<file path="src/sv/ltsg_pkg.sv">
// shared types, constants and codes for the loop track speed governor
package ltsg_pkg;

  localparam int FRACTION_BITS = 10;
  localparam int STATION_COUNT = 19;
  localparam int TABLE_LEN     = 19;
  localparam int ROUND_HALF    = 1 << (FRACTION_BITS - 1);

  typedef logic [16:0] pos_t;
  typedef logic [12:0] speed_t;
  typedef logic [4:0]  station_t;
  typedef logic [15:0] timer_t;

  // loop geometry, 1/1024 m
  localparam pos_t   LOOP_LEN        = 17'd101865;
  localparam pos_t   ARRIVE_TOL      = 17'd563;
  localparam pos_t   STRAIGHT1_END   = 17'd40960;
  localparam pos_t   STRAIGHT2_BEGIN = 17'd50709;
  localparam pos_t   STRAIGHT2_END   = 17'd91669;
  localparam speed_t SPEED_MAX       = 13'd8191;
  localparam station_t DEFAULT_STATION = 5'd15;

  // station positions, 1/1024 m
  localparam pos_t STATION_POS [TABLE_LEN] = '{
    17'd0,     17'd87983, 17'd85525, 17'd81839, 17'd79381, 17'd75695, 17'd73237,
    17'd69551, 17'd67093, 17'd63407, 17'd60949, 17'd57263, 17'd54805,
    17'd32768, 17'd29696, 17'd26624, 17'd14336, 17'd11264, 17'd8192
  };

  typedef enum logic [1:0] {
    MODE_STOPPED = 2'd0,
    MODE_ACCEL   = 2'd1,
    MODE_DECEL   = 2'd2
  } mode_t;

  typedef enum logic {
    OP_TICK   = 1'b0,
    OP_ASSIGN = 1'b1
  } op_t;

  typedef enum logic [2:0] {
    REG_ACCEL          = 3'd0,
    REG_CURVE_LIMIT    = 3'd1,
    REG_STRAIGHT_LIMIT = 3'd2,
    REG_BODY_LENGTH    = 3'd3,
    REG_SAFETY_MARGIN  = 3'd4,
    REG_LOAD_TIME      = 3'd5,
    REG_TICK_TIME      = 3'd6,
    REG_RETURN_STATION = 3'd7
  } reg_idx_t;

  typedef struct packed {
    op_t      opcode;
    pos_t     lead_position;
    station_t new_station;
  } ltsg_in_t;

  typedef struct packed {
    pos_t     position_out;
    speed_t   speed_out;
    mode_t    motion_out;
    logic     dwelling;
    station_t station_out;
  } ltsg_out_t;

  typedef struct packed {
    reg_idx_t    addr;
    logic [15:0] wdata;
  } ltsg_cfg_t;

  // register file contents plus values derived from them at write time
  typedef struct packed {
    speed_t      accel;
    speed_t      curve_speed_limit;
    speed_t      straight_speed_limit;
    speed_t      body_length;
    speed_t      safety_margin;
    timer_t      load_time;
    logic [9:0]  tick_time;
    station_t    return_station;
    speed_t      dv;
    logic [25:0] vc2;
  } ltsg_regs_t;

  typedef struct packed {
    pos_t     position;
    speed_t   speed;
    mode_t    mode;
    timer_t   dwell_timer;
    station_t target;
  } ltsg_state_t;

  function automatic logic station_ok(station_t s);
    return (s >= 5'd1) && (32'(s) < STATION_COUNT) && (32'(s) < TABLE_LEN);
  endfunction

endpackage

</file>
<file path="src/sv/ltsg_step.sv">
// one governor step: gap and target distance, dwell, braking decision, speed and position
module ltsg_step (
  input  ltsg_pkg::ltsg_regs_t  regs,
  input  ltsg_pkg::ltsg_state_t st,
  input  ltsg_pkg::ltsg_in_t    item,
  output ltsg_pkg::ltsg_state_t st_next,
  output ltsg_pkg::ltsg_out_t   res
);
  import ltsg_pkg::*;

  function automatic pos_t fwd_dist(pos_t from, pos_t to);
    return (to >= from) ? (to - from) : (to + LOOP_LEN - from);
  endfunction

  function automatic pos_t station_pos(station_t s);
    return station_ok(s) ? STATION_POS[s] : '0;
  endfunction

  function automatic speed_t scale_time(logic [22:0] p);
    logic [23:0] r;
    r = {1'b0, p} + 24'(ROUND_HALF);
    return r[FRACTION_BITS+12:FRACTION_BITS];
  endfunction

  pos_t        pos, lead, gap, tdist_cur, tdist_ret, tdist, dcurve, np;
  logic        tgt_ok, ret_ok, arrive, done, hold, switch_tgt;
  logic [16:0] t_sum;
  timer_t      t_sat;
  station_t    target_new;
  logic [25:0] v2;
  logic [13:0] a2;
  logic signed [18:0] gd;
  logic signed [33:0] gap_prod;
  logic [30:0] tgt_prod, curve_prod;
  logic signed [26:0] v_excess;
  logic        on_s1, on_s2, straight;
  logic        c_gap, c_tgt, c_curve, c_slow, brake;
  logic [13:0] up_sum;
  speed_t      up, dn, cand, lim, speed_fin, step;
  logic        stop, over;
  logic [22:0] up_prod, dn_prod, lim_prod;
  logic [17:0] np_sum;
  mode_t       mode_fin;

  assign pos  = st.position;
  assign lead = (item.lead_position >= LOOP_LEN) ? item.lead_position - LOOP_LEN
                                                 : item.lead_position;
  assign gap  = fwd_dist(pos, lead);

  // target distance for the current and the return station side by side
  assign tgt_ok    = station_ok(st.target);
  assign ret_ok    = station_ok(regs.return_station);
  assign tdist_cur = fwd_dist(pos, station_pos(st.target));
  assign tdist_ret = fwd_dist(pos, station_pos(regs.return_station));

  assign arrive     = (st.mode == MODE_STOPPED) && tgt_ok && (tdist_cur < ARRIVE_TOL);
  assign t_sum      = {1'b0, st.dwell_timer} + {7'd0, regs.tick_time};
  assign t_sat      = t_sum[16] ? 16'hFFFF : t_sum[15:0];
  assign done       = t_sat >= regs.load_time;
  assign hold       = arrive && !done;
  assign switch_tgt = arrive && done && ret_ok;
  assign target_new = switch_tgt ? regs.return_station : st.target;
  assign tdist      = switch_tgt ? tdist_ret : tdist_cur;

  // braking tests as v*v against 2*a*d
  assign v2 = {13'd0, st.speed} * {13'd0, st.speed};
  assign a2 = {regs.accel, 1'b0};
  assign gd = $signed({2'b00, gap}) - $signed({6'd0, regs.body_length})
              - $signed({6'd0, regs.safety_margin});
  assign gap_prod = $signed({1'b0, a2}) * gd;
  assign c_gap    = $signed({8'd0, v2}) >= gap_prod;

  assign tgt_prod = {17'd0, a2} * {14'd0, tdist};
  assign c_tgt    = tgt_ok && ({5'd0, v2} >= tgt_prod);

  assign on_s1    = pos <= STRAIGHT1_END;
  assign on_s2    = (pos >= STRAIGHT2_BEGIN) && (pos <= STRAIGHT2_END);
  assign straight = on_s1 || on_s2;
  // both straights end at a curve, one multiplier serves either
  assign dcurve     = on_s1 ? (STRAIGHT1_END - pos) : (STRAIGHT2_END - pos);
  assign curve_prod = {17'd0, a2} * {14'd0, dcurve};
  assign v_excess   = $signed({1'b0, v2}) - $signed({1'b0, regs.vc2});
  assign c_curve    = straight &&
                      ($signed({1'b0, curve_prod}) <= 32'(v_excess));
  assign c_slow     = !straight && (st.speed > regs.curve_speed_limit);

  assign brake = c_gap || c_tgt || c_curve || c_slow;

  // speed candidates and their travel, multiplied in parallel
  assign up_sum    = {1'b0, st.speed} + {1'b0, regs.dv};
  assign up        = up_sum[13] ? SPEED_MAX : up_sum[12:0];
  assign stop      = st.speed <= regs.dv;
  assign dn        = stop ? '0 : st.speed - regs.dv;
  assign cand      = brake ? dn : up;
  assign lim       = straight ? regs.straight_speed_limit : regs.curve_speed_limit;
  assign over      = cand > lim;
  assign speed_fin = over ? lim : cand;
  assign mode_fin  = brake ? (stop ? MODE_STOPPED : MODE_DECEL) : MODE_ACCEL;

  assign up_prod  = {10'd0, up} * {13'd0, regs.tick_time};
  assign dn_prod  = {10'd0, dn} * {13'd0, regs.tick_time};
  assign lim_prod = {10'd0, lim} * {13'd0, regs.tick_time};
  assign step     = over ? scale_time(lim_prod)
                         : (brake ? scale_time(dn_prod) : scale_time(up_prod));

  assign np_sum = {1'b0, pos} + {5'd0, step};
  assign np     = (np_sum >= {1'b0, LOOP_LEN}) ? 17'(np_sum - {1'b0, LOOP_LEN})
                                               : np_sum[16:0];

  always_comb begin
    st_next = st;
    unique case (item.opcode)
      OP_ASSIGN: begin
        if (station_ok(item.new_station)) begin
          st_next.target = item.new_station;
          st_next.mode   = MODE_ACCEL;
        end
      end
      OP_TICK: begin
        if (hold) begin
          st_next.speed       = '0;
          st_next.dwell_timer = t_sat;
        end else begin
          st_next.position    = np;
          st_next.speed       = speed_fin;
          st_next.mode        = mode_fin;
          st_next.target      = target_new;
          st_next.dwell_timer = arrive ? '0 : st.dwell_timer;
        end
      end
      default: ;
    endcase
  end

  assign res.position_out = st_next.position;
  assign res.speed_out    = st_next.speed;
  assign res.motion_out   = st_next.mode;
  assign res.dwelling     = (item.opcode == OP_TICK) && hold;
  assign res.station_out  = st_next.target;

endmodule

</file>
<file path="config.mk">
export PLATFORM = sky130hd
export DESIGN_NAME = ltsg_step
export DESIGN_NICKNAME = d
export VERILOG_FILES = /design/src/sv/ltsg_pkg.sv /design/src/sv/ltsg_step.sv
export SDC_FILE = /design/constraint.sdc
export NUM_CORES = 2
export LEC_CHECK = 0
export BUFFER_PORTS_ARGS = -buffer_cell sky130_fd_sc_hd__buf_2
export CAP_MARGIN = 10
export CORE_MARGIN = 2
export CORE_UTILIZATION = 50
export DETAILED_ROUTE_END_ITERATION = 8
export GPL_TIMING_DRIVEN = 0
export PLACE_DENSITY_LB_ADDON = 0.15
export SKIP_LAST_GASP = 1
export SYNTH_ARGS = -nofsm -noshare
export SYNTH_HDL_FRONTEND = slang
export SYNTH_SLANG_ARGS = --single-unit
</file>
<file path="constraint.sdc">
create_clock -name vclk -period 27.6
set_clock_uncertainty 0.1 [all_clocks]
set_input_delay 1.38 -clock vclk [all_inputs]
set_output_delay 1.38 -clock vclk [all_outputs]
set_load 0.05 [all_outputs]
</file>
# After elaboration in Yosys (flattened, before gate mapping)
# Memory sizes are Yosys's and may differ from the RTL's.
# Cells that the tools add are included.
# totals
register_bits	0
mem_bits_ro	1088
input_bits	211
output_inout_bits	91
elab_cells	118
memories	2
# op_classes
n_addsub	23
mul	7
n_lt_le_gt_ge	24
mux	36
n_bitwise	3
reduce_logical	23
# memory_table
memory	words	word_bits	read_ports	rd_clocked_by_memory_dff	wr	line_no	text
(name not given)	32	17	1	0	0	ltsg_step.sv:16	return station_ok(s) ? STATION_POS[s] : '0;
(name not given)	32	17	1	0	0	ltsg_step.sv:16	
# ops
operator	n
2-to-1 mux 17 bit	14
2-to-1 mux 13 bit	8
subtractor 17 bit	6
adder 23 x 10 -> 23 bit (second input constant)	3
multiplier 13 x 10 -> 23 bit	3
2-to-1 mux 16 bit	4
multiplier 13 x 17 -> 30 bit	2
adder 17 bit (second input constant)	3
>= comparator 17 bit	3
>= comparator 27 x 34 -> 1 bit	1
subtractor 17 bit (second input constant)	2
multiplier 14 x 19 -> 33 bit	1
less-or-equal comparator 32 x 27 -> 1 bit	1
>= comparator 26 x 31 -> 1 bit	1
2-to-1 mux 30 bit	1
subtractor 26 x 26 -> 27 bit	1
greater-than comparator 13 bit	2
multiplier 13 x 13 -> 26 bit	1
subtractor 18 x 14 -> 19 bit	1
adder 17 x 13 -> 18 bit	1
>= comparator 18 x 17 -> 1 bit (second input constant)	1
subtractor 17 x 13 -> 18 bit	1
adder 16 x 10 -> 17 bit	1
>= comparator 17 x 16 -> 1 bit (second input constant)	1
23 further kinds	53

# Longest topological paths before layout
# depth
word_depth	27
mapped_depth	108
ltp_nobuf	100

# Least setup slack after synthesis
# No wires, ideal clock.
# synth_path
path_kind	input to output
start	in item[5] (netlist name)
end	out st_next[48] (netlist name)
arrival_ns	21.603
required_ns	26.120
setup_slack_ns	4.517
stages	97
path_buffers	9
path_cell_list	or3_1 a21oi_1 o21ai_0 and3_1 o21ai_0 a31oi_1 nor3b_1 xor2_1 ha_1 nand4_2 nor4_4 and3_1 nor4_1 a21o_1 buf_6 clkbuf_1 nand2_1 o21ai_0 [61 not listed] o221ai_1 ha_1 a21o_1 a21oi_1 o21ai_0 a2111oi_2 nor4_1 o22ai_1 nor2_1 xnor2_1 o31ai_1 a32o_1 buf_2 buf_1 nand2_1 xor2_1 o21ai_0 buf_4
# synth_lines
element	line_no	text
start: declaration	ltsg_step.sv:5	input ltsg_pkg::ltsg_in_t item,
end: declaration	ltsg_step.sv:6	output ltsg_pkg::ltsg_state_t st_next,

==> summary.txt <==
Cells and area
  – Clkbuf count: 0
  – Most common cell after layout, fill and taps aside: inv_1
  – P&R area growth vs syn: 6.13%
  – Final core utilization: 0.535
  – Reg area: 0 sq um
  – Layout cells sized above 1: 0.0631
  – Seq cells: 0
  – Most frequent cells in the layout: inv_1, nand2_1, fa_1
  – Layout Nets: 9545

Flow run
  – Max cap viols: 0

Global routing
  – Global Route Usage Sum: 0.310
  – Initial antenna violation count: 5
  – GR Overflow Total: 0
  – First-pass GRT wire length: 285 mm
  – Vias in the first global route: 51.1k
  – Largest net degree at the start of global routing: 15

Critical path
  – Crit path DAT: 24950 ps
  – Critical Path RT: 26120 ps
  – Slowest cell on the critical path: a311oi_1
  – Crit. End Element: output pin
  – Setup crit start kind: input port
  – CP Max Fanout: 10
  – Worst path buffer plus inverter count: 18
  – Cell family with most CP delay: compound AO/OA/AOI/OAI gates
  – Setup Crit Path Kind: in2out
  – Largest stage delay on the critical path: 710 ps

Drt
  – Via count: 50.7k
  – DRT Wirelength: 184 mm
  – DR pass1 iterations: 6
  – Antenna Nets Post-Route: 0
  – DRC: 0
  – Drt wl/cell: 20.3 um
  – Vias per cell: 5.61
  – Iteration-0 DRC Markers: 3286

Synth
  – XOR/XNOR Fraction of Synth Area: 0.0478
  – Post-synthesis simple-gate area fraction: 0.192
  – Mux cell area share after synthesis: 0.00992
  – Synth Instances: 7238
  – Synth Area in Compound Gates: 0.123
  – Netlist cell types: 100
  – Largest family of logic cells by synthesized area: adder cells
  – Post-Syn Area per Cell: 7.98 sq um
  – Synthesized cell area: 0.0577 sq mm
  – Syn Nets: 9253
  – Yosys warns: 0
  – Adder-Cell Fraction of Synth Area: 0.515
  – Seq/Total Area, Yosys: 0

Place
  – IO buf count: 288
  – Final HPWL DP: 158 mm
  – Routability Congestion: 0.965

STA
  – Slew Viols, Final: 0
  – Min Clock Period, post-route: 26430 ps
  – Hold Fails Final Rpt: 0
  – Fmax: 37.8 MHz
  – Max-slew headroom: 0.173
  – Final Cycle Share: 0.958
  – Finish-stage setup viols: 0
  – Worst Max-Slew Pin Slew: 1230 ps

Outcome
  – Status: finished clean

Worst hold path
  – Hold WC Path Type: in2out

Floorplan
  – Initial Util: 0.504
  – Die W: 344 um
  – I/O pin count: 302
  – Die height: 344 um
  – Die area: 0.118 sq mm
  – Area of the core: 0.115 sq mm
  – Row Count: 124
## routing by layer
layer  share of wire  vias to the layer above  routed length [um]  track usage
li1                -                    23600                   -            -
met1            0.42                    25100               77700        0.409
met2            0.47                     1635               86200        0.523
met3           0.058                      329               10700       0.0269
met4           0.050                        4                9280        0.129
met5         0.00015                        -                  27            0
## synth_stat cells, types with 27 or more instances
cell,number,area share
nand4_1,35,0.0038
a31oi_1,32,0.0035
nor2b_1,88,0.0095
nand2b_1,62,0.0067
inv_1,1339,0.087
o21ai_0,257,0.022
and2_1,448,0.049
xor2_1,100,0.015
o21a_1,57,0.0074
a21o_1,94,0.012
a21oi_1,279,0.024
buf_4,37,0.0048
nand3_1,107,0.0093
nor3_1,88,0.0076
nand2_1,951,0.062
mux2i_1,28,0.0049
fa_1,951,0.33
o211ai_1,35,0.0046
o21bai_1,46,0.0060
or3_1,31,0.0034
and3_1,42,0.0046
clkbuf_1,271,0.018
ha_1,853,0.18
or2_2,27,0.0029
nor2_1,348,0.023
a211oi_1,45,0.0059
xnor2_1,215,0.033
## cell families (layout without fill, tap and decap cells)
logic type | Yosys count | count (layout)
XOR/XNOR | 315 | 315
adder cells (fa/ha/maj) | 1804 | 1804
multiplexers | 50 | 50
AO/OA/AOI/OAI | 1082 | 1082
buffers and inverters | 1674 | 1964
AND/OR/NAND/NOR | 2313 | 2313
other | 0 | 3
## cell type report
cell class,count,area (sq um)
buffer,327,1440
tap,1512,1890
inverter,1346,5050
timing repair buffer,291,1460
antenna,3,7.51
fill,11100,53200
multi-input combinational,5564,51400
## metrics by stage
step	hold slack, ps	setup TNS (ps)	cell area (sq um)	instances	setup WS [ps]
final	3080	0	61300	9043	1170
after CTS	3090	0	61100	9039	1.83
after global placement	3100	-8260	61100	9038	-711
after global routing	3120	-30.3	61300	9043	-30.3
after floorplan	2900	0	57700	7238	4520
after detailed placement	3080	-13380	61100	9039	-861
## repair_timing
item	4_1_cts	5_1_grt
pin swaps	0	2
hold buffers	0	0
setup endpoints to repair	32	34
endpoints found under the hold margin	0	0
setup buffers	0	2
gates resized for setup	14	57
## path summary, 6_finish.rpt
check	cells after the start	end	slack, ps	start
hold / removal	4	st_next[12]	3080	st[12]
setup / recovery	93	st_next[50]	1170	st[1]
Power is left out: the tool's default activity adds up to more than one toggle a clock period on the data nets, which glitch-free logic cannot reach.
