<file path="config.mk">
export PLATFORM = sky130hd
export DESIGN_NAME = ltsg_out_buf_flat
export DESIGN_NICKNAME = d
export VERILOG_FILES = /design/src/sv/ltsg_pkg.sv /design/src/sv/ltsg_stream_if.sv /design/src/sv/ltsg_out_buf.sv /design/src/flat_wrapper.sv
export SDC_FILE = /design/constraint.sdc
export NUM_CORES = 1
export LEC_CHECK = 0
export ABC_AREA = 1
export CORE_AREA = 5 5 42 44
export DETAILED_ROUTE_END_ITERATION = 10
export DIE_AREA = 0 0 47 49
export DONT_BUFFER_PORTS = 1
export GPL_ROUTABILITY_DRIVEN = 0
export PLACE_DENSITY = 0.46
export SLEW_MARGIN = 0
export SYNTH_ARGS = -nofsm -noshare
export SYNTH_HDL_FRONTEND = slang
export SYNTH_SLANG_ARGS = --single-unit
</file>
<file path="constraint.sdc">
create_clock -name clk -period 1.8 [get_ports clk]
set_clock_uncertainty 0.1 [all_clocks]
set_input_delay 0.36 -clock clk [delete_from_list [all_inputs] [get_ports clk]]
set_output_delay 0.36 -clock clk [all_outputs]
set_load 0.005 [all_outputs]
</file>
<file path="src/sv/ltsg_pkg.sv">
// shared types, constants and codes for the loop track speed governor
package ltsg_pkg;

  localparam int FRACTION_BITS = 10;
  localparam int STATION_COUNT = 19;
  localparam int TABLE_LEN     = 19;
  localparam int ROUND_HALF    = 1 << (FRACTION_BITS - 1);

  typedef logic [16:0] pos_t;
  typedef logic [12:0] speed_t;
  typedef logic [4:0]  station_t;
  typedef logic [15:0] timer_t;

  // loop geometry, 1/1024 m
  localparam pos_t   LOOP_LEN        = 17'd101865;
  localparam pos_t   ARRIVE_TOL      = 17'd563;
  localparam pos_t   STRAIGHT1_END   = 17'd40960;
  localparam pos_t   STRAIGHT2_BEGIN = 17'd50709;
  localparam pos_t   STRAIGHT2_END   = 17'd91669;
  localparam speed_t SPEED_MAX       = 13'd8191;
  localparam station_t DEFAULT_STATION = 5'd15;

  // station positions, 1/1024 m
  localparam pos_t STATION_POS [TABLE_LEN] = '{
    17'd0,     17'd87983, 17'd85525, 17'd81839, 17'd79381, 17'd75695, 17'd73237,
    17'd69551, 17'd67093, 17'd63407, 17'd60949, 17'd57263, 17'd54805,
    17'd32768, 17'd29696, 17'd26624, 17'd14336, 17'd11264, 17'd8192
  };

  typedef enum logic [1:0] {
    MODE_STOPPED = 2'd0,
    MODE_ACCEL   = 2'd1,
    MODE_DECEL   = 2'd2
  } mode_t;

  typedef enum logic {
    OP_TICK   = 1'b0,
    OP_ASSIGN = 1'b1
  } op_t;

  typedef enum logic [2:0] {
    REG_ACCEL          = 3'd0,
    REG_CURVE_LIMIT    = 3'd1,
    REG_STRAIGHT_LIMIT = 3'd2,
    REG_BODY_LENGTH    = 3'd3,
    REG_SAFETY_MARGIN  = 3'd4,
    REG_LOAD_TIME      = 3'd5,
    REG_TICK_TIME      = 3'd6,
    REG_RETURN_STATION = 3'd7
  } reg_idx_t;

  typedef struct packed {
    op_t      opcode;
    pos_t     lead_position;
    station_t new_station;
  } ltsg_in_t;

  typedef struct packed {
    pos_t     position_out;
    speed_t   speed_out;
    mode_t    motion_out;
    logic     dwelling;
    station_t station_out;
  } ltsg_out_t;

  typedef struct packed {
    reg_idx_t    addr;
    logic [15:0] wdata;
  } ltsg_cfg_t;

  // register file contents plus values derived from them at write time
  typedef struct packed {
    speed_t      accel;
    speed_t      curve_speed_limit;
    speed_t      straight_speed_limit;
    speed_t      body_length;
    speed_t      safety_margin;
    timer_t      load_time;
    logic [9:0]  tick_time;
    station_t    return_station;
    speed_t      dv;
    logic [25:0] vc2;
  } ltsg_regs_t;

  typedef struct packed {
    pos_t     position;
    speed_t   speed;
    mode_t    mode;
    timer_t   dwell_timer;
    station_t target;
  } ltsg_state_t;

  function automatic logic station_ok(station_t s);
    return (s >= 5'd1) && (32'(s) < STATION_COUNT) && (32'(s) < TABLE_LEN);
  endfunction

endpackage

</file>
<file path="src/sv/ltsg_stream_if.sv">
// valid/ready channel carrying one payload type
interface ltsg_stream_if #(
  parameter type T = logic
) ();
  logic valid;
  logic ready;
  T     data;

  modport source (output valid, output data, input ready);
  modport sink (input valid, input data, output ready);
endinterface

</file>
<file path="src/sv/ltsg_out_buf.sv">
// two-entry result queue driving the result channel
module ltsg_out_buf (
  input  logic                clk,
  input  logic                rst,
  input  logic                push,
  input  ltsg_pkg::ltsg_out_t push_data,
  output logic                room,
  ltsg_stream_if.source       res
);
  import ltsg_pkg::*;

  ltsg_out_t  mem [2];
  logic       wr_ptr, rd_ptr;
  logic [1:0] count;
  logic       pop;

  assign res.valid = count != 2'd0;
  assign res.data  = mem[rd_ptr];
  assign pop       = res.valid && res.ready;
  assign room      = (count != 2'd2) || res.ready;

  always_ff @(posedge clk) begin
    if (rst) begin
      wr_ptr <= 1'b0;
      rd_ptr <= 1'b0;
      count  <= 2'd0;
    end else begin
      if (push) begin
        wr_ptr <= !wr_ptr;
      end
      if (pop) begin
        rd_ptr <= !rd_ptr;
      end
      unique case ({push, pop})
        2'b10:   count <= count + 2'd1;
        2'b01:   count <= count - 2'd1;
        default: ;
      endcase
    end
  end

  always_ff @(posedge clk) begin
    if (push) begin
      mem[wr_ptr] <= push_data;
    end
  end

endmodule

</file>
<file path="src/flat_wrapper.sv">
// flat-port wrapper written by rule: the top's interface ports become plain ports
module ltsg_out_buf_flat import ltsg_pkg::*;
  (clk, rst, push, push_data, room, res_valid, res_data, res_ready);
  ltsg_stream_if res_i ();
  input  logic clk;
  input  logic rst;
  input  logic push;
  input  ltsg_pkg::ltsg_out_t push_data;
  output logic room;
  output wire logic [$bits(res_i.valid)-1:0] res_valid;
  output wire logic [$bits(res_i.data)-1:0] res_data;
  input wire logic [$bits(res_i.ready)-1:0] res_ready;
  assign res_valid = res_i.valid;
  assign res_data = res_i.data;
  assign res_i.ready = res_ready;
  ltsg_out_buf u_core (.clk(clk), .rst(rst), .push(push), .push_data(push_data), .room(room), .res(res_i));
endmodule
</file>
[Word-level counts from Yosys, hierarchy flattened]
Memory sizes are Yosys's and may differ from the RTL's. A register that Yosys moved wholly into a read port is not among the register bits.
Cells that the tools add are included.
W data, S select, Z words.
Word-level totals
  bits in registers: 4
  bits in latches: 0
  memory bits (writable): 76
  bits in read-only memories: 0
  bits of input ports: 42
  output and inout port bits: 3
  memories kept: 1
Cells by class
  $add $sub $neg: 2
  $mul: 0
  divide/modulo/power cells: 0
  magnitude comparators: 0
  equality and inequality tests: 3
  shift-type cells: 0
  multiplexer cells: 5
  bitwise gates (word level): 0
  reduce and logical (&&, ||, !) cells: 6
Memory list
  u_core.mem: depth 2, width 38, read ports 1, clocked after Yosys merged registers in 1, wr ports 1, RTL line ltsg_out_buf.sv:12  | ltsg_out_t mem [2];
Operators with widths (count)
  $mux W1: 4
  $pmux W2 S2: 1
  $reduce_bool A2 Y1: 2
  $add A2 B1 Y2 const B: 1
  $eq A2 B1 Y1 const B: 1
  $eq A2 B2 Y1 const B: 1
  $logic_not A1 Y1: 2
  $ne A2 B2 Y1 const B: 1
  $sub A2 B1 Y2 const B: 1
  $logic_and A1 B1 Y1: 1
  $logic_or A1 B1 Y1: 1

[Longest topological paths before layout]
Gate-level depths: netlist (run 1).
  depth in word-level cells: 4
  mapped depth: 10

[Worst setup path before layout (run 1)]
No wires, ideal clock.
  path type: register -> register
  from: register u_core.count[0]
  to: register u_core.count[1]
  arrival: 1158 ps
  required time: 1636 ps
  path slack: 478 ps
  cell stages (with the launch flop): 11
  period minus slack after synthesis: 1322 ps
  cell sequence: dfxtp_1 inv_2 nand2_4 nand2_4 clkinv_2 ha_1 inv_1 nand2_1 nor2_1 nor2_1 nor2_1
Between the ends
  longest elaborated chain between the ends: 4
  elaborated cells between the ends (all ways): 8
  those cells by class: 2 x add/sub; 2 x eq/ne; 1 x mux; 3 x reduce/logical
Ends and longest elaborated chain
  start, declared: RTL line ltsg_out_buf.sv:14  | logic [1:0] count;
  start signal, assigned: RTL line ltsg_out_buf.sv:35  | 2'b10: count <= count + 2'd1;
  start signal, assigned: RTL line ltsg_out_buf.sv:36  | 2'b01: count <= count - 2'd1;
  $reduce_bool A2 Y1 *: RTL line ltsg_out_buf.sv:17  | assign res.valid = count != 2'd0;
  named net res_valid: RTL line flat_wrapper.sv:10  | output wire logic [$bits(res_i.valid)-1:0] res_valid;
  $logic_and A1 B1 Y1 *: RTL line ltsg_out_buf.sv:19  | assign pop = res.valid && res.ready;
  named net u_core.pop: RTL line ltsg_out_buf.sv:15  | logic pop;
  $eq A2 B1 Y1 / $eq A2 B2 Y1 (equally long branches): RTL line ltsg_out_buf.sv:34  | unique case ({push, pop})
  $pmux W2 S2 / $reduce_bool A2 Y1 (equally long branches)
The timed path passes the listed nets; every way through them passes the cells marked *.
A chain may end at the register's enable or synchronous reset.

[Worst setup path in the final report (run 1)]
Ends and elaborated chain as after synthesis.

==> metrics.txt, run 1 <==
total wire length=484 um; P per Cell Area=1080 nW/um2; GRT Util Overall=5.87%; Seq/Total Area, Yosys=47.9%; Cell Int Power=298 uW; #FFs+latches synth=7; first drt pass iteration count=2; Pleak=0.000180 uW; CTS buffer count=3; Post-synth EDFFs=2; ANT cells=0; wire length per cell=7.93 um; # hold bufs at CTS=0; H-tree levels=1; hold_sp=rst; first-pass GRT wire length=924 um; top cells by area, synth=dfxtp_1 (30%), edfxtp_1 (18%), nor2_1 (10%), inv_1 (6.7%), nand2_1 (6.7%); clock power share=33.0%; Final nets=89; port bufs=0; worst slew pin tran=0.164 ns; via count=241; setup TNS=0 ns; sequential power share=47.3%; post-synthesis adder-cell area fraction=3.75%; Fin. Hold Viols=0; row cnt=14; clock latency on the worst-skew pair=0.24 ns; Max-Cap Viols=0; top-area cell type share of the netlist area=30.0%; post-cts sizing count=0; minimum clock period=1.41 ns; Starting Density=23.8%; Setup crit start=u_core.count[0]$_SDFFE_PP0P_; Comb power frac=19.7%; pin count of the biggest net entering global routing=6; post-synth design cell area=334 um2; Die Ht=49 um; final setup fails=0; CTS sink cnt=7; Setup Buffers After CTS=0; Mapped Avg Cell Area=8.15 um2; Layout Cells excl Fill=61; leading area contributor after synthesis=dfxtp_1; Root Buffer=clkbuf_4; class of the worst hold path=input pin to flip-flop; DRT iter0 DRCs=3; # IOs=45; sw frac=27.7%; Startpoint Class=flip-flop; fraction of synthesized area in multiplexers=3.37%; Compound-Gate Fraction of Synth Area=5.62%; total nets after synthesis=84; Gate Count Post-Synth=41; warnings from Yosys=0; CP arrival=1.50 ns; placed cells=57; Crit Path Max Fanout=5; Max rail drop VDD=0.000546 V; unrepaired setup endpoints after global routing=false; initial antenna violation count=0; Synth top cells by count=nor2_1 (9), inv_1 (6), nand2_1 (6), dfxtp_1 (5); Hold WS=0.0901 ns; largest family of logic cells by synthesized area=simple AND/OR/NAND/NOR gates; sequential cell area=160 um2; area of the multi-input gates=139 um2; FF-to-FF path depth=10; Synth Flop Type=dfxtp_1; kind of critical path=flip-flop to flip-flop; CTS tree=yes; Synth Area in XOR/XNOR=0%; chip width=47 um; ratio of cells with drive above 1 in the final layout=24.4%; Setup crit end kind=flip-flop; Yosys cell types=16; Worst-path clk slew=0.05 ns; Synth Area in Simple Gates=28.8%; count leader, synth=nor2_1; WP data required=1.88 ns; max frequency=0.707 GHz; NetSw=114 uW; worst hold path cell count=1; count of pins over their slew limit=0; post-DP HPWL=395 um; CTS Buffer Depth=2; Final ANT Viol Nets=0; status=completed; # DRC=0; fin crit share=78.6%; Max-slew headroom=89.1%; number of global-route vias before repair=239; grt ovf=0; Fill cells=157; DR vias/cell=3.95; Syn-to-layout area delta=13.9%; Worst R2R Start=u_core.count[0]$_SDFFE_PP0P_; core area=1400 um2; Post-synth ARST share=0%; full die area=2300 um2
-- metal layers --
| metal | track usage, % | wire (um) | vias up |
|---|---|---|---|
| met1 | 5.11 | 179 | 105 |
| met4 | 1.38 | 0 | 0 |
| li1 | - | - | 132 |
| met2 | 8.82 | 267 | 4 |
| met5 | 0 | 0 | - |
| met3 | 6.64 | 37 | 0 |
-- per-stage QoR --
stage / utilization, % / instance area, um2 / total power (uW) / setup slack (ns)
floorplan: - / 334 / 269 / 0.478
global route: 27.1 / 380 / 451 / 0.172
finish: 27.1 / 380 / 412 / 0.385
detailed placement: 25.3 / 354 / 281 / 0.384
global placement: 25.3 / 354 / 280 / 0.386
CTS: 27.1 / 380 / 422 / 0.367
-- power groups by stage --
stage               logic, uW  clock network [uW]  registers (uW)
global placement         82.0                   0             198
floorplan                73.1                   0             195
CTS                      83.0                 144             195
finish                   81.1                 136             195
detailed placement       82.8                   0             198
global route             96.3                 156             198
-- layout make-up --
type                       instances  share of cell area [%]
clock buffer                       4                    6.91
inverter                           9                    9.21
multi-input combinational         25                    36.5
sequential                         7                    42.1
tap                               16                    5.26
-- cell families (layout without fill, tap and decap cells) --
family,count (synthesis),after routing
compound gates,3,3
fa+ha+maj,1,1
buf+inv,9,13
flops,7,7
mux,1,1
simple gates,20,20
-- worst max-delay path, stage by stage (launching register included) --
cell and delay, ns:
dfxtp_1 0.34, inv_2 0.10, nand2_4 0.06, nand2_4 0.07, clkinv_2 0.06, ha_1 0.26, inv_1 0.10, nand2_1 0.06
nor2_1 0.08, nor2_1 0.04, nor2_1 0.09
-- worst paths after layout --
| kind | to | slack, ns |
|---|---|---|
| max | u_core.count[1]$_SDFFE_PP0P_ | 0.39 |
| min | u_core.wr_ptr$_SDFFE_PP0P_ | 0.09 |
| max reg2reg | u_core.count[1]$_SDFFE_PP0P_ | 0.39 |
| min reg2reg | u_core.count[0]$_SDFFE_PP0P_ | 0.41 |
-- cells in the final DEF, fill, tap and decap left out --
cell type  instances
inv_1              6
a21oi_1            1
nor3_1             1
nor2_2             1
inv_2              2
o21ai_0            1
clkbuf_4           3
mux2_2             1
o21ai_2            1
ha_1               1
nand2_4            2
nor2_1             9
clkinv_2           1
clkbuf_1           1
dfxtp_1            5
nand2_1            6
nand4_1            1
edfxtp_1           2
Power figures use the tool's default switching activity.
==> inputs of run 2 (changes only) <==
ABC_AREA = 0   (was 1)
PLACE_DENSITY = 0.43   (was 0.46)
clock period = 1.47 ns   (was 1.8 ns; I/O delays follow)
==> run 2 against run 1 <==
Against the previous run: area after synthesis fell by 14%; clock power increased by 24%; core utilization is 2.6 points higher; first-iteration DRC count down 100%; die area unchanged; sequential power is 45% higher; largest cell class unchanged; highest routed layer is now met4.
==> metrics.txt, run 2 <==
max frequency=0.692 GHz (-2.0%); final setup fails=0 (unchanged); Startpoint Class=flip-flop; P per Cell Area=1880 nW/um2 (+73%); CTS tree=yes; Post-synth EDFFs=2 (unchanged); wire length per cell=10.3 um (+30%); WP data required=1.55 ns (-0.33 ns); count of pins over their slew limit=0 (unchanged); max incr delay on CP=0.33 ns (about the same); clock latency on the worst-skew pair=0.25 ns (about the same); full die area=2300 um2 (unchanged); row cnt=14 (unchanged); commonest non-fill, non-tap cells in the layout=nor2_1 (5), buf_4 (4), xnor2_1 (3), dfxtp_1 (3), clkbuf_4 (3); leading cell type in the layout, fill and taps excluded=nor2_1; unrepaired setup endpoints after global routing=true; Synth top cells by count=dfxtp_1 (5), nor2_1 (5), xnor2_1 (3), edfxtp_1 (2); Worst path slowest cell=or3_1; pin count of the biggest net entering global routing=5 (-1); Fin. Hold Viols=0 (unchanged); cell area after layout=417 um2 (+9.5%); ratio of cells with drive above 1 in the final layout=43.2% (+19 points); # DRC=0 (unchanged); H-tree levels=1 (unchanged); Starting Density=20.4% (-3.4 points); top-area cell type share of the netlist area=34.9% (+5.0 points); CTS buffer count=3 (unchanged); first-pass GRT wire length=828 um (-10%); Post-synth ARST share=0% (unchanged); CP arrival=1.52 ns (+0.02 ns); Layout Cells excl Fill=53 (-13%); Max-slew headroom=85.4% (-3.7 points); total wire length=548 um (+13%); Setup crit end kind=flip-flop; # IOs=45 (unchanged); initial antenna violation count=0 (unchanged); Crit Path Max Fanout=2 (-3); fin crit share=98.2% (+20 points); class of the worst hold path=input pin to flip-flop; worst slew pin tran=0.216 ns (+0.0528 ns); GRT Util Overall=5.43% (-0.43 points); placed cells=44 (-23%); grt ovf=0 (unchanged); Final nets=81 (-9.0%); status=completed; CTS sink cnt=7 (unchanged); chip width=47 um (unchanged); leading area contributor after synthesis=dfxtp_1; Worst R2R Setup Slack=0.03 ns (-0.36 ns); Synth Flop Type=dfxtp_1; Hold WS=0.0163 ns (-0.0738 ns); post-DP HPWL=381 um (-3.6%); DRT iter0 DRCs=0 (-3); warnings from Yosys=0 (unchanged); #FFs+latches synth=7 (unchanged); ANT cells=0 (unchanged); top cells by area, synth=dfxtp_1 (35%), edfxtp_1 (21%), xnor2_1 (9.2%), nor2_1 (6.6%), ha_1 (4.4%); number of global-route vias before repair=215 (-10%); Syn-to-layout area delta=45.4%; Root Buffer=clkbuf_4; via count=221 (-8.3%); Final ANT Viol Nets=0 (unchanged); placed instance area=334 um2 (-5.7%); minimum clock period=1.44 ns (+0.0293 ns); Seq/Total Area, Yosys=55.9% (+8.0 points); post-synth design cell area=287 um2 (-14%); Pleak=0.000166 uW (-7.7%); total nets after synthesis=69 (-18%); Worst-path clk slew=0.05 ns (about the same); core area=1400 um2 (unchanged); Die Ht=49 um (unchanged); Max rail drop VDD=0.000508 V (-7.0%); Gate Count Post-Synth=26 (-37%); first drt pass iteration count=1 (-1); Yosys cell types=15 (-1); port bufs=0 (unchanged); Max-Cap Viols=0 (unchanged); CTS Buffer Depth=2 (unchanged); kind of critical path=flip-flop to flip-flop; Mapped Avg Cell Area=11.0 um2 (+35%); crit-path cells=o21a_1 > ha_4 > xnor2_1 > or3_1 > a21oi_2; DR vias/cell=4.17 (+5.5%)
-- run 2: worst paths after layout --
path | to | from | depth (start not counted)
setup reg to reg | u_core.count[1]$_SDFFE_PP0P_ | u_core.count[1]$_SDFFE_PP0P_ | 5
hold / removal | u_core.wr_ptr$_SDFFE_PP0P_ | rst | 1
hold reg to reg | u_core.rd_ptr$_SDFFE_PP0P_ | u_core.rd_ptr$_SDFFE_PP0P_ | 2
setup / recovery | u_core.count[1]$_SDFFE_PP0P_ | u_core.count[1]$_SDFFE_PP0P_ | 5
-- run 2: kinds of logic (layout without fill, tap and decap cells) --
logic type	Yosys count	count (layout)	synth area share [%]
xor+xnor	4	4	12.2
fa+ha+maj	1	1	4.37
buf+inv	1	12	1.31
mux	1	1	3.93
flops	7	7	55.9
compound gates	3	3	6.11
simple gates	9	9	16.2
-- run 2: routing by layer --
layer / vias up / global-route usage, % / part of all wire, %
li1: 109 / - / -
met1: 101 / 4.20 / 37
met2: 7 / 7.92 / 49
met3: 4 / 4.06 / 7.7
met4: 0 / 5.53 / 6.8
met5: - / 0 / 0
-- run 2: layout make-up --
class | instances | area [um2]
inverter | 1 | 3.75
tap | 16 | 20.0
clock buffer | 4 | 26.3
timing repair buffer | 7 | 62.6
multi-input combinational | 18 | 141
sequential | 7 | 163
fill | 157 | 985
-- run 2: stage by stage --
step / util (%) / power [uW] / setup WS, ns / TNS (ns)
4_1_cts: 27.0 / 709 / 0.00311 / 0
3_5_place_dp: 23.8 / 514 / 0.0298 / 0
3_3_place_gp: 23.8 / 500 / 0.0690 / 0
6_report: 29.7 / 782 / 0.0257 / 0
5_1_grt: 29.7 / 842 / -0.0204 / -0.0289
2_1_floorplan: - / 445 / 0.0334 / 0
-- run 2: critical path, delay by kind of cell, from the launching register on --
| family | cells | cell delay (ns) |
|---|---|---|
| simple gates | 1 | 0.33 |
| compound gates | 2 | 0.33 |
| fa+ha+maj | 1 | 0.17 |
| flops | 1 | 0.32 |
| xor+xnor | 1 | 0.13 |
-- run 2: timing repair --
item / CTS / global route
hold buffers: 1 / 0
setup buffers: 0 / 4
pin swaps: 1 / 2
endpoints found under the hold margin: 2 / 0
resized for setup: 3 / 3
setup endpoints to repair: 1 / 2
-- run 2: power breakdown --
part	internal, uW	leakage (uW)	total (uW)	switching, uW
Clock	103	0.0000150	169	65.7
Sequential	256	0.0000607	282	26.0
Combinational	206	0.0000902	331	125
Total	565	0.000166	782	217
==> inputs of run 3 (changes only) <==
CAP_MARGIN = 20   (was unset)
clock period = 1.4 ns   (was 1.47 ns; I/O delays follow)
==> run 3 against run 2 <==
Against the previous run: the flow now finishes with violations (hold timing, setup timing); core utilization is 0.80 points higher; highest routed layer unchanged; setup slack worse by 0.083 ns; flip-flop and latch count stayed put; register-to-register slack worse by 0.08 ns; via count is 3.2% lower; power is 6.2% higher; count of clock-buffer cells in the layout is 1 lower; cell count is 1.9% higher; wire length is 3.3% lower.
==> metrics.txt, run 3 (synthesis results as in run 2) <==
WP data required=1.49 ns (-0.06 ns); failing checks=hold timing, setup timing; Crit Path Max Fanout=2 (unchanged); max incr delay on CP=0.34 ns (about the same); CTS Buffer Depth=2 (unchanged); cell depth of the worst setup path=5 (unchanged); full die area=2300 um2 (unchanged); Final nets=82 (+1.2%); core area=1400 um2 (unchanged); P per Cell Area=1940 nW/um2 (+3.4%); CTS tree=yes; status=finished, violations left; Pleak=0.000174 uW (+5.1%); worst slew pin tran=0.226 ns (+0.00928 ns); DR vias/cell=3.96 (-5.0%); chip width=47 um (unchanged); Worst path slowest cell=or3_1; CTS sink cnt=7 (unchanged); Fin. Hold Viols=4 (+4); max frequency=0.686 GHz (-0.87%); pin count of the biggest net entering global routing=6 (+1); crit-path leading delay family=simple AND/OR/NAND/NOR gates; RR Endpoint=u_core.count[1]$_SDFFE_PP0P_; worst setup margin=-0.0570 ns (-0.0827 ns); initial antenna violation count=0 (unchanged); Setup crit end kind=flip-flop; Max-Cap Viols=0 (unchanged); ANT cells=0 (unchanged); grt ovf=0 (unchanged); Max rail drop VDD=0.000572 V (+12%); DRT iter0 DRCs=1 (+1); Root Buffer=clkbuf_4; clock latency on the worst-skew pair=0.26 ns (about the same); unrepaired setup endpoints after global routing=true; Die Ht=49 um (unchanged); CTS buffer count=3 (unchanged); GRT Util Overall=5.78% (+0.35 points); via count=214 (-3.2%); count of pins over their slew limit=0 (unchanged); minimum clock period=1.46 ns (+0.0127 ns); row cnt=14 (unchanged); kind of critical path=flip-flop to flip-flop; crit-path cells=o21a_1 > ha_4 > xnor2_1 > or3_1 > a21oi_2; first-pass GRT wire length=862 um (+4.1%); setup TNS=-0.0915 ns (-0.0915 ns); # IOs=45 (unchanged); total wire length=530 um (-3.3%); CP arrival=1.55 ns (+0.03 ns); first drt pass iteration count=2 (+1); WP buf/inv=0 (unchanged); fin crit share=104% (+5.8 points); Worst R2R Start=u_core.count[1]$_SDFFE_PP0P_; worst hold endpoint=u_core.count[1]$_SDFFE_PP0P_; ratio of cells with drive above 1 in the final layout=44.7% (+1.5 points); Max-slew headroom=84.8% (-0.62 points); Hold WS=-0.0299 ns (-0.0462 ns); H-tree levels=1 (unchanged); hold_sp=rst; worst hold path cell count=1 (unchanged); # DRC=0 (unchanged); port bufs=0 (unchanged); final setup fails=2 (+2); Fill cells=148 (-5.7%); Final ANT Viol Nets=0 (unchanged); Syn-to-layout area delta=49.3%; class of the worst hold path=input pin to flip-flop; leading cell type in the layout, fill and taps excluded=nor2_1; commonest non-fill, non-tap cells in the layout=nor2_1 (5), buf_4 (4), xnor2_1 (3), dfxtp_1 (3), clkbuf_4 (3); Startpoint Class=flip-flop; Worst-path clk slew=0.06 ns (about the same); number of global-route vias before repair=225 (+4.7%); Worst R2R Setup Slack=-0.06 ns (-0.08 ns); Starting Density=20.4% (unchanged); FF-to-FF path depth=5 (unchanged); wire length per cell=9.81 um (-5.1%)
## run 3: per-stage QoR
step | power [uW] | setup WS [ns] | area [um2] | std cells | utilization [%]
2_1_floorplan | 470 | 0.00196 | 300 | 26 | -
3_3_place_gp | 542 | 0.0130 | 343 | 45 | 24.5
3_5_place_dp | 556 | -0.0432 | 343 | 45 | 24.5
4_1_cts | 781 | -0.0551 | 392 | 50 | 27.9
5_1_grt | 889 | -0.0894 | 428 | 54 | 30.5
6_report | 830 | -0.0570 | 428 | 54 | 30.5
## run 3: worst max path at each step
stage                                             from                           end
after floorplan           u_core.count[1]$_SDFFE_PP0P_  u_core.count[1]$_SDFFE_PP0P_
after global placement    u_core.count[1]$_SDFFE_PP0P_  u_core.count[1]$_SDFFE_PP0P_
after detailed placement  u_core.count[1]$_SDFFE_PP0P_  u_core.count[1]$_SDFFE_PP0P_
after CTS                 u_core.count[0]$_SDFFE_PP0P_  u_core.count[1]$_SDFFE_PP0P_
after global routing      u_core.count[1]$_SDFFE_PP0P_  u_core.count[1]$_SDFFE_PP0P_
final                     u_core.count[1]$_SDFFE_PP0P_  u_core.count[1]$_SDFFE_PP0P_
## run 3: layout make-up
cell class | instances | area, um2 | share of cell area (%)
inverters | 1 | 3.75 | 0.877
clock inverters | 1 | 5.00 | 1.17
well taps | 16 | 20.0 | 4.68
clock buffers | 3 | 22.5 | 5.26
multi-input cells | 18 | 141 | 33.0
repair buffers | 8 | 72.6 | 17.0
flip-flops and latches | 7 | 163 | 38.0
## run 3: repair_timing
action,in CTS,in global routing
pin swaps,3,1
resized for setup,4,1
hold buffers,1,1
hold endpoints to repair,5,6
setup buffers,0,3
endpoints found under the setup margin,3,3
## run 3: routing by layer
layer | global-route usage [%] | routed length (um) | share of wire [%] | up-vias
met4 | 6.91 | 24 | 4.5 | 0
met3 | 4.06 | 48 | 9.1 | 4
li1 | - | - | - | 109
met2 | 8.14 | 247 | 47 | 5
met5 | 0 | 0 | 0 | -
met1 | 4.42 | 210 | 40 | 96
## run 3: worst reg2reg max path: stages, from the launching register on
cell,delay [ns]
dfxtp_2,0.32
o21a_1,0.22
ha_4,0.17
xnor2_1,0.12
or3_1,0.34
a21oi_2,0.12
## run 3: report_power, final
group | total (uW) | internal [uW] | leakage (uW) | switching (uW)
clock | 189 | 105 | 0.0000177 | 83.8
sequential | 296 | 268 | 0.0000607 | 27.9
combinational | 345 | 216 | 0.0000959 | 129
